## src/rtl/asrp_pkg.sv

```systemverilog
// ----------------------------------------------------------------------------
// asrp_pkg
// Types and constants shared by the signed reading parser.
// ----------------------------------------------------------------------------
package asrp_pkg;

    localparam int MAX_READINGS = 8;
    localparam logic [3:0] READ_CAP = 4'((MAX_READINGS > 15) ? 15 : MAX_READINGS);

    localparam logic [3:0] EXPECTED_RESET = 4'd8;

    localparam logic [7:0] CH_NUL   = 8'h00;
    localparam logic [7:0] CH_CR    = 8'h0D;
    localparam logic [7:0] CH_PLUS  = 8'h2B;
    localparam logic [7:0] CH_MINUS = 8'h2D;
    localparam logic [7:0] CH_POINT = 8'h2E;
    localparam logic [7:0] CH_ZERO  = 8'h30;
    localparam logic [7:0] CH_NINE  = 8'h39;
    localparam logic [7:0] CH_GT    = 8'h3E;

    localparam logic [1:0] ST_OK         = 2'd0;
    localparam logic [1:0] ST_BAD_HEADER = 2'd1;
    localparam logic [1:0] ST_MISMATCH   = 2'd2;

    typedef enum logic [1:0] {
        PH_HEADER,
        PH_SIGN,
        PH_NUM,
        PH_SKIP
    } t_phase;

    typedef struct packed {
        logic        valid;
        logic [7:0]  rx_byte;
    } t_in_stage;

    typedef struct packed {
        logic signed [31:0] reading;
        logic               reading_valid;
        logic [2:0]         reading_index;
        logic               frame_done;
        logic [1:0]         frame_status;
        logic [3:0]         parsed_count;
    } t_result;

endpackage

```

## src/rtl/asrp_byte_if.sv

```systemverilog
// ----------------------------------------------------------------------------
// asrp_byte_if
// Received byte channel with valid/ready handshake.
// ----------------------------------------------------------------------------
interface asrp_byte_if;
    logic       valid;
    logic       ready;
    logic [7:0] rx_byte;

    modport source (output valid, output rx_byte, input ready);
    modport sink (input valid, input rx_byte, output ready);
endinterface

```

## src/rtl/asrp_res_if.sv

```systemverilog
// ----------------------------------------------------------------------------
// asrp_res_if
// Result channel carrying readings and frame status.
// ----------------------------------------------------------------------------
interface asrp_res_if;
    logic               valid;
    logic               ready;
    logic signed [31:0] reading;
    logic               reading_valid;
    logic [2:0]         reading_index;
    logic               frame_done;
    logic [1:0]         frame_status;
    logic [3:0]         parsed_count;

    modport source (
        output valid, output reading, output reading_valid, output reading_index,
        output frame_done, output frame_status, output parsed_count, input ready
    );
    modport sink (
        input valid, input reading, input reading_valid, input reading_index,
        input frame_done, input frame_status, input parsed_count, output ready
    );
endinterface

```

## src/rtl/asrp_cfg_if.sv

```systemverilog
// ----------------------------------------------------------------------------
// asrp_cfg_if
// Configuration write channel for the expected reading count.
// ----------------------------------------------------------------------------
interface asrp_cfg_if;
    logic       valid;
    logic       ready;
    logic [3:0] expected_count;

    modport source (output valid, output expected_count, input ready);
    modport sink (input valid, input expected_count, output ready);
endinterface

```

## src/rtl/ascii_signed_reading_parser.sv

```systemverilog
// ----------------------------------------------------------------------------
// ascii_signed_reading_parser
// Path: each byte is held in the input register, parsed, and its result is held in the output register.
// Throughput: one byte per cycle while the result sink does not stall the output register.
// Reset: synchronous; frame parsing restarts at the header, expected count 8.
// ----------------------------------------------------------------------------
module ascii_signed_reading_parser
    import asrp_pkg::*;
(
    input  logic          i_clk,
    input  logic          i_rst_n,
    asrp_byte_if.sink     i_rx,
    asrp_cfg_if.sink      i_cfg,
    asrp_res_if.source    o_res
);

    logic [3:0] r_expected_count;
    t_in_stage  in_stage;
    logic       step;
    logic       emit;
    t_result    result;

    assign i_cfg.ready = 1'b1;

    always_ff @(posedge i_clk) begin
        if (!i_rst_n) begin
            r_expected_count <= EXPECTED_RESET;
        end else if (i_cfg.valid) begin
            r_expected_count <= i_cfg.expected_count;
        end
    end

    assign step = in_stage.valid && (!o_res.valid || o_res.ready);

    asrp_in_reg u_in_reg (
        .i_clk   (i_clk),
        .i_rst_n (i_rst_n),
        .i_rx    (i_rx),
        .i_take  (step),
        .o_stage (in_stage)
    );

    asrp_parse u_parse (
        .i_clk            (i_clk),
        .i_rst_n          (i_rst_n),
        .i_step           (step),
        .i_byte           (in_stage.rx_byte),
        .i_expected_count (r_expected_count),
        .o_emit           (emit),
        .o_result         (result)
    );

    asrp_out_reg u_out_reg (
        .i_clk    (i_clk),
        .i_rst_n  (i_rst_n),
        .i_load   (step && emit),
        .i_result (result),
        .o_res    (o_res)
    );

    a_no_overwrite: assert property (@(posedge i_clk) disable iff (!i_rst_n)
        o_res.valid && !o_res.ready |-> !step)
        else $error("Parser advanced while a result was still held.");

    a_load_shows: assert property (@(posedge i_clk) disable iff (!i_rst_n)
        step && emit |=> o_res.valid)
        else $error("Result was lost on its way to the output.");

    a_idle_no_step: assert property (@(posedge i_clk) disable iff (!i_rst_n)
        !in_stage.valid |-> !step)
        else $error("Parser advanced without a held byte.");

endmodule

```

## src/rtl/asrp_in_reg.sv

```systemverilog
// ----------------------------------------------------------------------------
// asrp_in_reg
// Input register holding one received byte until the parser consumes it.
// ----------------------------------------------------------------------------
module asrp_in_reg
    import asrp_pkg::*;
(
    input  logic          i_clk,
    input  logic          i_rst_n,
    asrp_byte_if.sink     i_rx,
    input  logic          i_take,
    output t_in_stage     o_stage
);

    logic       r_valid;
    logic [7:0] r_byte;

    assign i_rx.ready = !r_valid || i_take;

    always_ff @(posedge i_clk) begin
        if (!i_rst_n) begin
            r_valid <= 1'b0;
        end else if (i_rx.ready) begin
            r_valid <= i_rx.valid;
        end
    end

    always_ff @(posedge i_clk) begin
        if (i_rx.valid && i_rx.ready) begin
            r_byte <= i_rx.rx_byte;
        end
    end

    assign o_stage.valid   = r_valid;
    assign o_stage.rx_byte = r_byte;

endmodule

```

## src/rtl/asrp_parse.sv

```systemverilog
// ----------------------------------------------------------------------------
// asrp_parse
// Frame parser state and the per-byte decision logic.
// ----------------------------------------------------------------------------
module asrp_parse
    import asrp_pkg::*;
(
    input  logic       i_clk,
    input  logic       i_rst_n,
    input  logic       i_step,
    input  logic [7:0] i_byte,
    input  logic [3:0] i_expected_count,
    output logic       o_emit,
    output t_result    o_result
);

    t_phase      r_phase, n_phase;
    logic [31:0] r_accum, n_accum;
    logic        r_negative, n_negative;
    logic        r_point_seen, n_point_seen;
    logic [3:0]  r_count, n_count;

    logic        is_cr, is_end, is_sign, is_digit;
    t_phase      after_done;
    logic [3:0]  limit;
    logic [3:0]  count_inc;
    logic [31:0] accum_next;

    assign is_cr      = (i_byte == CH_CR);
    assign is_end     = is_cr || (i_byte == CH_NUL);
    assign is_sign    = (i_byte == CH_PLUS) || (i_byte == CH_MINUS);
    assign is_digit   = i_byte inside {[CH_ZERO:CH_NINE]};
    assign after_done = is_cr ? PH_HEADER : PH_SKIP;
    assign limit      = (i_expected_count < READ_CAP) ? i_expected_count : READ_CAP;
    assign count_inc  = r_count + 4'd1;
    assign accum_next = {r_accum[28:0], 3'b000} + {r_accum[30:0], 1'b0}
                      + {28'd0, i_byte[3:0]};

    always_ff @(posedge i_clk) begin
        if (!i_rst_n) begin
            r_phase      <= PH_HEADER;
            r_accum      <= '0;
            r_negative   <= 1'b0;
            r_point_seen <= 1'b0;
            r_count      <= '0;
        end else if (i_step) begin
            r_phase      <= n_phase;
            r_accum      <= n_accum;
            r_negative   <= n_negative;
            r_point_seen <= n_point_seen;
            r_count      <= n_count;
        end
    end

    always_comb begin
        n_phase      = r_phase;
        n_accum      = r_accum;
        n_negative   = r_negative;
        n_point_seen = r_point_seen;
        n_count      = r_count;
        o_emit       = 1'b0;
        o_result     = '0;
        case (r_phase)
            PH_SKIP: begin
                if (is_cr) begin
                    n_phase = PH_HEADER;
                end
            end
            PH_HEADER: begin
                if (i_byte == CH_GT) begin
                    n_count = '0;
                    n_phase = PH_SIGN;
                end else begin
                    o_emit                = 1'b1;
                    o_result.frame_done   = 1'b1;
                    o_result.frame_status = ST_BAD_HEADER;
                    n_phase               = after_done;
                end
            end
            PH_SIGN: begin
                if (is_sign) begin
                    n_negative   = (i_byte == CH_MINUS);
                    n_accum      = '0;
                    n_point_seen = 1'b0;
                    n_phase      = PH_NUM;
                end else begin
                    o_emit                = 1'b1;
                    o_result.frame_done   = 1'b1;
                    o_result.frame_status = (i_expected_count == 4'd0) ? ST_OK : ST_MISMATCH;
                    n_phase               = after_done;
                end
            end
            PH_NUM: begin
                if (is_digit) begin
                    n_accum = accum_next;
                end else if ((i_byte == CH_POINT) && !r_point_seen) begin
                    n_point_seen = 1'b1;
                end else if (is_sign || is_end) begin
                    o_emit = 1'b1;
                    if (r_count >= limit) begin
                        o_result.frame_done   = 1'b1;
                        o_result.frame_status = ST_MISMATCH;
                        o_result.parsed_count = limit + 4'd1;
                        n_phase               = after_done;
                    end else begin
                        o_result.reading       = r_negative ? -r_accum : r_accum;
                        o_result.reading_valid = 1'b1;
                        o_result.reading_index = r_count[2:0];
                        n_count                = count_inc;
                        if (is_end) begin
                            o_result.frame_done   = 1'b1;
                            o_result.frame_status =
                                (count_inc == i_expected_count) ? ST_OK : ST_MISMATCH;
                            o_result.parsed_count = count_inc;
                            n_phase               = after_done;
                        end else begin
                            n_accum      = '0;
                            n_point_seen = 1'b0;
                            n_negative   = (i_byte == CH_MINUS);
                        end
                    end
                end else begin
                    o_emit                = 1'b1;
                    o_result.frame_done   = 1'b1;
                    o_result.frame_status =
                        (r_count == i_expected_count) ? ST_OK : ST_MISMATCH;
                    o_result.parsed_count = r_count;
                    n_phase               = after_done;
                end
            end
            default: begin
                n_phase = PH_HEADER;
            end
        endcase
    end

    a_bad_header_empty: assert property (@(posedge i_clk) disable iff (!i_rst_n)
        o_emit && (o_result.frame_status == ST_BAD_HEADER)
        |-> (o_result.parsed_count == 4'd0) && !o_result.reading_valid)
        else $error("Bad header result carries a reading or a count.");

    a_count_advances: assert property (@(posedge i_clk) disable iff (!i_rst_n)
        i_step && o_emit && o_result.reading_valid
        |=> r_count == $past(r_count) + 4'd1)
        else $error("Reading emitted without advancing the count.");

    a_done_leaves_frame: assert property (@(posedge i_clk) disable iff (!i_rst_n)
        i_step && o_emit && o_result.frame_done && !is_cr
        |=> r_phase == PH_SKIP)
        else $error("Parser did not skip the rest of a finished frame.");

    a_count_in_limit: assert property (@(posedge i_clk) disable iff (!i_rst_n)
        (r_phase == PH_NUM) && (r_count != 4'd0) |-> r_count <= READ_CAP)
        else $error("Reading count beyond the reading cap.");

endmodule

```

## src/rtl/asrp_out_reg.sv

```systemverilog
// ----------------------------------------------------------------------------
// asrp_out_reg
// Result register that holds one transaction until the sink takes it.
// ----------------------------------------------------------------------------
module asrp_out_reg
    import asrp_pkg::*;
(
    input  logic          i_clk,
    input  logic          i_rst_n,
    input  logic          i_load,
    input  t_result       i_result,
    asrp_res_if.source    o_res
);

    logic    r_valid;
    t_result r_result;

    always_ff @(posedge i_clk) begin
        if (!i_rst_n) begin
            r_valid <= 1'b0;
        end else if (i_load) begin
            r_valid <= 1'b1;
        end else if (o_res.ready) begin
            r_valid <= 1'b0;
        end
    end

    always_ff @(posedge i_clk) begin
        if (i_load) begin
            r_result <= i_result;
        end
    end

    assign o_res.valid         = r_valid;
    assign o_res.reading       = r_result.reading;
    assign o_res.reading_valid = r_result.reading_valid;
    assign o_res.reading_index = r_result.reading_index;
    assign o_res.frame_done    = r_result.frame_done;
    assign o_res.frame_status  = r_result.frame_status;
    assign o_res.parsed_count  = r_result.parsed_count;

endmodule
```

## src/flat_wrapper.sv

```systemverilog
// flat-port wrapper written by rule: the top's interface ports become plain ports
module ascii_signed_reading_parser_flat import asrp_pkg::*;
  (i_clk, i_rst_n, i_rx_valid, i_rx_rx_byte, i_rx_ready, i_cfg_valid, i_cfg_expected_count, i_cfg_ready, o_res_valid, o_res_reading, o_res_reading_valid, o_res_reading_index, o_res_frame_done, o_res_frame_status, o_res_parsed_count, o_res_ready);
  asrp_byte_if i_rx_i ();
  asrp_cfg_if i_cfg_i ();
  asrp_res_if o_res_i ();
  input  logic i_clk;
  input  logic i_rst_n;
  input wire logic [$bits(i_rx_i.valid)-1:0] i_rx_valid;
  input wire logic [$bits(i_rx_i.rx_byte)-1:0] i_rx_rx_byte;
  output wire logic [$bits(i_rx_i.ready)-1:0] i_rx_ready;
  input wire logic [$bits(i_cfg_i.valid)-1:0] i_cfg_valid;
  input wire logic [$bits(i_cfg_i.expected_count)-1:0] i_cfg_expected_count;
  output wire logic [$bits(i_cfg_i.ready)-1:0] i_cfg_ready;
  output wire logic [$bits(o_res_i.valid)-1:0] o_res_valid;
  output wire logic [$bits(o_res_i.reading)-1:0] o_res_reading;
  output wire logic [$bits(o_res_i.reading_valid)-1:0] o_res_reading_valid;
  output wire logic [$bits(o_res_i.reading_index)-1:0] o_res_reading_index;
  output wire logic [$bits(o_res_i.frame_done)-1:0] o_res_frame_done;
  output wire logic [$bits(o_res_i.frame_status)-1:0] o_res_frame_status;
  output wire logic [$bits(o_res_i.parsed_count)-1:0] o_res_parsed_count;
  input wire logic [$bits(o_res_i.ready)-1:0] o_res_ready;
  assign i_rx_i.valid = i_rx_valid;
  assign i_rx_i.rx_byte = i_rx_rx_byte;
  assign i_rx_ready = i_rx_i.ready;
  assign i_cfg_i.valid = i_cfg_valid;
  assign i_cfg_i.expected_count = i_cfg_expected_count;
  assign i_cfg_ready = i_cfg_i.ready;
  assign o_res_valid = o_res_i.valid;
  assign o_res_reading = o_res_i.reading;
  assign o_res_reading_valid = o_res_i.reading_valid;
  assign o_res_reading_index = o_res_i.reading_index;
  assign o_res_frame_done = o_res_i.frame_done;
  assign o_res_frame_status = o_res_i.frame_status;
  assign o_res_parsed_count = o_res_i.parsed_count;
  assign o_res_i.ready = o_res_ready;
  ascii_signed_reading_parser u_core (.i_clk(i_clk), .i_rst_n(i_rst_n), .i_rx(i_rx_i), .i_cfg(i_cfg_i), .o_res(o_res_i));
endmodule
```

## config.mk

```make
export PLATFORM = sky130hd
export DESIGN_NAME = ascii_signed_reading_parser_flat
export DESIGN_NICKNAME = d
export VERILOG_FILES = /design/src/rtl/asrp_pkg.sv /design/src/rtl/asrp_byte_if.sv /design/src/rtl/asrp_res_if.sv /design/src/rtl/asrp_cfg_if.sv /design/src/rtl/ascii_signed_reading_parser.sv /design/src/rtl/asrp_in_reg.sv /design/src/rtl/asrp_parse.sv /design/src/rtl/asrp_out_reg.sv /design/src/flat_wrapper.sv
export SDC_FILE = /design/constraint.sdc
export NUM_CORES = 1
export LEC_CHECK = 0
export BUFFER_PORTS_ARGS = -buffer_cell sky130_fd_sc_hd__buf_4
export CAP_MARGIN = 10
export CORE_MARGIN = 2
export CORE_UTILIZATION = 60
export CTS_BUF_LIST = sky130_fd_sc_hd__clkbuf_4
export CTS_CLUSTER_DIAMETER = 60
export CTS_CLUSTER_SIZE = 30
export DETAILED_ROUTE_END_ITERATION = 8
export HOLD_SLACK_MARGIN = 0.03
export PLACE_DENSITY = 0.89
export SYNTH_ARGS = -nofsm -noshare
export SYNTH_HDL_FRONTEND = slang
export SYNTH_HIERARCHICAL = 1
export SYNTH_SLANG_ARGS = --single-unit
```

## constraint.sdc

```tcl
create_clock -name i_clk -period 8.3 [get_ports i_clk]
set_input_delay 1.66 -clock i_clk [delete_from_list [all_inputs] [get_ports i_clk]]
set_output_delay 1.66 -clock i_clk [all_outputs]
set_load 0.005 [all_outputs]
```

==> impl_metrics.toml, run 1 <==
[outcome]
status = "finished clean"

[grt]
grt_pass1_wl_um = 25400
grt_max_degree = 45
grt_usage_pct = 27.0
gr-total-overflow = 0
antenna_found_initial = 1
grt_pass1_vias = 5376

[clock_network]
cts_hold_buf = 0
clock_latency_ps = 480
cts_max_level = 3
cts_resized = 0
cts_inserted_buffers = 9
cts_buffer_depth = 2
cts-root-buf = "clkbuf_4"
path_clk_slew_ps = 150
post_cts_buffers = 0
cts_tree = "yes"
clock_sinks = 97

[setup_path]
path_class = "in -> out"
endpoint_kind = "output port"
required_ps = 6640
arrival_ps = 2510
critPathMaxFanout = 9
crit_path_start = "o_res_ready"
worst_setup_path_start_kind = "primary input"
r2r_start = "u_core/u_parse/r_accum[2]"

[drt]
first_pass_iters = 5
drtIter0Drc = 569
routedWlPerCell_um = 17.3
routed_via_density = 6.28
drc = 0
vias = 5843
wirelength_um = 16100
antenna_left = 0

[floorplan]
start_util_pct = 61.6
die_h_um = 110
num_rows = 38
die_area_sq_um = 12000
die_w_um = 110
core_area_sq_um = 10900
ios = 63

[layout]
nets = 868
area_delta_synth_final_pct = 9.40
layout-drive-gt1-share_pct = 11.9
multi_input_area_sq_um = 4030
regArea_sq_um = 2450
finalCoreUtilization_pct = 67.4
fin_cells = 930
fillCellCount = 821

[timing]
hold_viol = 0
min_period_over_period_pct = 50.3
clock.fmax_mhz = 240
worst_pin_slew_ps = 1090
grt_setup_unrepaired = "false"
slew_viol_final = 0
period_minus_slack_ps = 4170
clock_skew_ps = 20.8
setup_violations = 0
slew_headroom_pct = 27.6
final.setup.tns_ps = 0

[placement]
placement.io_buffers = 61
dp_hpwl_um = 12300
place_inst = 913
finalWeightedCongestion = 0.912

[job]
drv_cap = 0

[logic_synthesis]
ys_seq_area_share_pct = 36.5
netlist_area_sq_um = 6710
syn_area_per_cell_sq_um = 9.04
synth_fp_nets = 826
synthFlopType = "edfxtp_1"
ys_types = 73
synth_edf_count = 51
postSynthCellCount = 742
yosysWarningCount = 6
ys_async_sr_fraction_pct = 0
ys_seq_elements = 97

[pwr]
power_density_nw_per_um2 = 114
power_mw = 0.834
leakage_nw = 3.02
irDropWorstVdd_uv = 88.6

[min_path]
hold_start = "u_core/u_parse/r_point_seen"
hp-class = "reg -> reg"
[sequential cells by signal, summed over array words and instances (netlist names)]
name	cells
u_core/u_parse/r_point_seen	1
u_core/u_out_reg/o_res.reading	32
u_core/u_out_reg/o_res.parsed_count	4
u_core/u_in_reg/r_valid	1
u_core/u_out_reg/o_res.valid	1
u_core/u_parse/r_count	4
u_core/u_out_reg/o_res.reading_valid	1
u_core/u_parse/r_phase	2
u_core/u_parse/r_negative	1
u_core/u_in_reg/r_byte	8
u_core/u_out_reg/o_res.reading_index	3
u_core/u_parse/r_accum	32
u_core/u_out_reg/o_res.frame_status	2
u_core/r_expected_count	4
u_core/u_out_reg/o_res.frame_done	1
[power by group]
group          switching [mW]  internal, mW
logic                  0.0379        0.0319
clock network           0.163        0.0655
registers              0.0121         0.523
[through the flow]
stage	hold WS, ps	instance area [sq um]	worst slack, ps
floorplan	455	6710	4560
global placement	471	7220	4160
detailed placement	481	7220	4150
CTS	502	7340	4140
global route	551	7340	4040
finish	504	7340	4130
[logic make-up (layout without fill, tap and decap cells)]
kind of cell               count (synthesis)  in the layout  synth area share (%)
AOI/OAI and AO/OA                        192            192                  18.5
DFF                                       97             97                  36.5
other                                      1              2                0.0559
and+or+nand+nor                          258            258                  19.4
buffers and inverters                     56            103                  3.39
adders and majority gates                 67             67                  12.7
xor gates and xnor gates                  62             62                  8.09
muxes                                      9              9                  1.34
[path summary, 6_finish.rpt]
check / slack [ps] / to / cells past startpoint
max: 4130 / i_rx_ready / 5
min: 500 / u_core/u_parse/r_point_seen / 2
max reg2reg: 4860 / u_core/u_parse/r_accum[31] / 11
min reg2reg: 500 / u_core/u_parse/r_point_seen / 2
[worst max-delay path, stage by stage]
cell and delay, ps:
buf_4 120, nand2b_1 140, and2_1 260, nand2b_4 190
buf_4 130
[metal layers]
metal | up-vias | global-route usage (%) | routed length [um] | part of all wire, %
met5 | - | 0 | 0 | 0
met4 | 0 | 11.7 | 394 | 2.4
met3 | 43 | 4.68 | 1180 | 7.3
met2 | 247 | 43.3 | 7550 | 47
met1 | 2745 | 35.9 | 7010 | 43
li1 | 2808 | - | - | -
[cell type report]
cell class | instances | share of cell area [%]
multi-input combinational | 589 | 54.9
clock inverter | 6 | 0.562
tap | 140 | 2.39
clock buffer | 10 | 1.02
timing repair buffer | 63 | 6.44
inverter | 24 | 1.23
antenna | 1 | 0.0341
sequential | 97 | 33.4
[layout by cell type (no fill, tap or decap), types with 6 or more instances in the layout]
| cell type | synthesis | routed |
|---|---|---|
| nand3_1 | 20 | 20 |
| nand2_1 | 69 | 69 |
| nor2b_1 | 19 | 19 |
| nor2_1 | 65 | 65 |
| xor2_1 | 33 | 33 |
| o21ai_0 | 53 | 53 |
| nor4_1 | 6 | 6 |
| mux2i_1 | 9 | 9 |
| edfxtp_1 | 51 | 51 |
| buf_4 | 2 | 63 |
| nor3_1 | 20 | 20 |
| a22oi_1 | 7 | 7 |
| dfxtp_1 | 46 | 46 |
| a21oi_1 | 51 | 51 |
| a21o_1 | 8 | 8 |
| a31oi_1 | 6 | 6 |
| and2_1 | 11 | 11 |
| xnor2_1 | 29 | 29 |
| o21a_1 | 7 | 7 |
| clkbuf_4 | 0 | 10 |
| nand4_1 | 9 | 9 |
| inv_1 | 24 | 24 |
| ha_1 | 65 | 65 |
[cells in the mapped netlist, types with 19 or more instances]
cell type | n | area (sq um)
o21ai_0 | 53 | 265
edfxtp_1 | 51 | 1530
nor2b_1 | 19 | 119
nor2_1 | 65 | 244
nand2_1 | 69 | 259
dfxtp_1 | 46 | 921
ha_1 | 65 | 813
a21oi_1 | 51 | 255
nand3_1 | 20 | 100
inv_1 | 24 | 90.1
xor2_1 | 33 | 289
nor3_1 | 20 | 100
clkbuf_1 | 27 | 101
xnor2_1 | 29 | 254
(Power assumes the default switching activity.)
==> run 2, diff against run 1 <==
- clock period: 8.3 -> 4.34 ns (I/O delays scaled with it)
==> impl_metrics.toml, run 2 (same netlist as run 1, synthesis figures left out) <==
[floorplan]
die_area_sq_um = 12000
die_h_um = 110
start_util_pct = 61.6
num_rows = 38
core_area_sq_um = 10900
ios = 63
die_w_um = 110

[setup_path]
slowest_delay_ps = 790
path_class = "reg -> reg"
cp_top_family = "simple AND/OR/NAND/NOR gates"
critPathMaxFanout = 32
worst_path_max_delay_cell = "or3_1"
required_ps = 4680
arrival_ps = 3630
crit_path_frequent_cell = "and2_1"
path_buf_inv = 1
path_cells = "nor2b_1 > ha_1 > nand2b_1 > a2111o_1 > and2_1 > or3_1 > inv_1 > and2_1"
worst_setup_path_start_kind = "flop"
endpoint_kind = "flop"

[timing]
final.setup.tns_ps = 0
clock.fmax_mhz = 304
slew_headroom_pct = 30.0
hold_viol = 0
slew_viol_final = 0
period_minus_slack_ps = 3290
worst_pin_slew_ps = 1050
setup_violations = 0
clock_skew_ps = 10.6
min_period_over_period_pct = 75.8
grt_setup_unrepaired = "false"
fin_hold_ws_ps = 509

[grt]
antenna_found_initial = 0
grt_usage_pct = 28.9
gr-total-overflow = 0
grt_pass1_vias = 5493
grt_max_degree = 45
grt_pass1_wl_um = 27200

[layout]
area_delta_synth_final_pct = 10.2
antenna_cells = 0
multi_input_area_sq_um = 4030
final_common_cell = "nand2_1"
final_cell_mix = "nand2_1 (69), buf_4 (65), nor2_1 (65), ha_1 (65), o21ai_0 (53)"
regArea_sq_um = 2450
fillCellCount = 844
nets = 870
final_area_sq_um = 7400
layout-drive-gt1-share_pct = 12.3

[min_path]
hp-class = "reg -> reg"

[pwr]
irDropWorstVdd_uv = 190
power_density_nw_per_um2 = 231
leakage_nw = 3.06
power_mw = 1.71

[clock_network]
clock_sinks = 97
cts_resized = 0
path_clk_slew_ps = 150
cts_buffer_depth = 2
cts_max_level = 3
cts_inserted_buffers = 9
post_cts_buffers = 0
clock_latency_ps = 460
cts_tree = "yes"
cts_hold_buf = 0
cts-root-buf = "clkbuf_4"

[placement]
finalWeightedCongestion = 0.913
placement.io_buffers = 61
placed_area_sq_um = 7240
dp_hpwl_um = 12800

[drt]
wirelength_um = 16900
first_pass_iters = 7
vias = 5910
antenna_left = 0
drc = 0
drtIter0Drc = 495
routedWlPerCell_um = 18.1
routed_via_density = 6.35

[outcome]
status = "finished clean"

[job]
drv_cap = 0
==> run 2: changes by cell type in the layout (fill, tap and decap cells not counted), sizes merged <==
cell	change
buf	+2
bufinv	+2
clkbuf	-1
clkinv	+1
clkinvlp	-2
diode	-1
==> run 2: final timing paths <==
check | end | depth (start not counted) | slack (ps) | from
setup / recovery | u_core/u_out_reg/o_res.reading[20] | 8 | 1050 | u_core/r_expected_count[0]
hold / removal | u_core/u_parse/r_point_seen | 2 | 510 | u_core/u_parse/r_point_seen
setup reg to reg | u_core/u_out_reg/o_res.reading[20] | 8 | 1050 | u_core/r_expected_count[0]
hold reg to reg | u_core/u_parse/r_point_seen | 2 | 510 | u_core/u_parse/r_point_seen
==> run 2: per-layer routing <==
layer	share of wire (%)	routed length, um	vias up	track usage, %
met5	0	0	-	0
met3	6.6	1110	31	3.38
li1	-	-	2807	-
met4	1.7	283	0	8.68
met2	48	8080	283	47.7
met1	44	7390	2789	39.8
==> run 2: final cells by class <==
type	count	area share [%]
sequential	97	33.2
inverter	24	1.22
timing repair buffer	65	6.60
clock buffer	9	0.913
tap	140	2.37
multi-input combinational	589	54.5
clock inverter	7	1.25
==> run 2: per-stage QoR <==
stage | setup slack, ps | instances | util, %
finish | 1050 | 931 | 67.9
global route | 824 | 931 | 67.9
CTS | 1060 | 931 | 67.9
detailed placement | 1090 | 915 | 66.5
global placement | 1240 | 915 | 66.5
floorplan | 1530 | 742 | -
==> run 2: worst reg2reg max path, stage by stage, from the launching register on <==
cell      delay (ps)
dfxtp_1          440
nor2b_1          320
ha_1             290
nand2b_1         140
a2111o_1         460
and2_1           280
or3_1            790
inv_1            280
and2_1           160
==> run 2: where the power goes <==
group / switching (mW) / internal, mW / total [mW]
logic: 0.0728 / 0.0619 / 0.135
clock network: 0.317 / 0.235 / 0.552
registers: 0.0227 / 1.00 / 1.02
==> run 3, diff against run 2 <==
- CORE_UTILIZATION: 60 -> 56
- PLACE_DENSITY: 0.89 -> 0.87
- clock period: 4.34 -> 2.87 ns (I/O delays scaled with it)
==> impl_metrics.toml, run 3 (same netlist as run 1, synthesis figures left out) <==
[setup_path]
endpoint_kind = "flop"
slowest_delay_ps = 440
arrival_ps = 3220
path_cells = "ha_1 > ha_1 > fa_2 > a21oi_4 > o211ai_1 > a21o_1 > a31oi_2 > o21ai_0 > xnor2_1 > o21ai_0"
crit_path_start = "u_core/u_in_reg/r_byte[2]"
path_class = "reg -> reg"
worst_setup_path_start_kind = "flop"
critPathMaxFanout = 3
cp_top_family = "compound AO/OA/AOI/OAI gates"
worst_path_max_delay_cell = "fa_2"
r2r_start = "u_core/u_in_reg/r_byte[2]"
path_buf_inv = 0
required_ps = 3260

[drt]
routed_via_density = 6.24
first_pass_iters = 6
routed.top_layer = "met4"
wl_met1_um = 7860
wl_met2_um = 8140
met3_length_um = 1260
wirelength_um = 17600
routedWlPerCell_um = 17.8
drc = 0
antenna_left = 0
drtIter0Drc = 625
vias = 6152

[floorplan]
start_util_pct = 58.0
die_w_um = 113
core_area_sq_um = 11600
die_area_sq_um = 12900
num_rows = 39
die_h_um = 113
ios = 63

[timing]
min_period_over_period_pct = 98.6
slew_viol_final = 0
clock.fmax_mhz = 353
slew_headroom_pct = 35.3
worst_pin_slew_ps = 971
clock_skew_ps = 21.5
setup_violations = 0
final.setup.tns_ps = 0
grt_setup_unrepaired = "true"
hold_viol = 0
period_minus_slack_ps = 2830

[grt]
grt_pass1_wl_um = 28300
grt_max_degree = 45
antenna_found_initial = 1
grt_pass1_vias = 5787
gr-total-overflow = 0
grt_usage_pct = 27.2

[clock_network]
clock_latency_ps = 450
clock_sinks = 97
cts-root-buf = "clkbuf_4"
cts_max_level = 3
cts_tree = "yes"
cts_inserted_buffers = 9
cts_buffer_depth = 2
cts_hold_buf = 0
path_clk_slew_ps = 160

[layout]
finalCoreUtilization_pct = 67.9
final_common_cell = "buf_4"
nets = 921
area_delta_synth_final_pct = 17.1
final_cell_mix = "buf_4 (116), nand2_1 (69), nor2_1 (65), ha_1 (65), edfxtp_1 (51)"
layout-drive-gt1-share_pct = 20.4

[pwr]
leakage_nw = 3.33
irDropWorstVdd_uv = 164
power_density_nw_per_um2 = 331

[placement]
placement.io_buffers = 61
dp_hpwl_um = 13300
finalWeightedCongestion = 0.976

[job]
drv_cap = 0

[min_path]
hp-class = "in -> reg"
hold_start = "i_rx_rx_byte[1]"

[outcome]
status = "finished clean"
-- run 3: cell count changes in the layout (fill, tap and decap cells not counted), sizes merged --
cell / before / now
diode: 0 / 1
buf: 65 / 116
inv: 26 / 25
clkinv: 3 / 2
clkbuf: 9 / 11
-- run 3: where the power goes --
group	internal, mW	switching, mW	total [mW]	leakage (nW)
clock	0.376	0.463	0.839	0.0891
combinational	0.105	0.119	0.223	2.36
sequential	1.51	0.0253	1.54	0.877
total	1.99	0.607	2.60	3.33
-- run 3: cell type report --
class | instances | area [sq um]
antenna | 1 | 2.50
clock buffer | 11 | 82.6
clock inverter | 5 | 81.3
fill | 854 | 3710
inverter | 24 | 90.1
multi-input combinational | 589 | 4080
sequential | 97 | 2470
tap | 143 | 179
timing repair buffer | 116 | 871
-- run 3: final timing paths --
check | to | slack, ps | cells past startpoint
worst max register to register | u_core/u_parse/r_accum[30] | 40 | 10
worst min register to register | u_core/u_parse/r_point_seen | 520 | 2
worst max-delay path | u_core/u_parse/r_accum[30] | 40 | 10
worst min-delay path | u_core/u_in_reg/r_byte[1] | 290 | 1
-- run 3: per-stage QoR --
stage          instances  worst slack (ps)  total power, mW  cell area, sq um  hold WS [ps]
4_1_cts              981              1.30             2.61              7770           278
3_5_place_dp         965             -60.7             1.79              7590           499
3_3_place_gp         965            -0.199             1.78              7590           470
5_1_grt              986             -70.0             2.68              7860           258
2_1_floorplan        742              61.5             1.68              6710           455
6_report             986              41.1             2.60              7860           295
-- run 3: what timing repair did --
item	in CTS	in global routing
setup buffers	0	4
pin swaps	0	11
resized for setup	3	26
endpoints found under the setup margin	4	34
-- run 3: per-layer routing --
metal | GRT usage, % | up-vias
met2 | 42.6 | 286
met3 | 3.88 | 34
li1 | - | 2908
met4 | 9.02 | 0
met1 | 38.9 | 2924
met5 | 0 | -
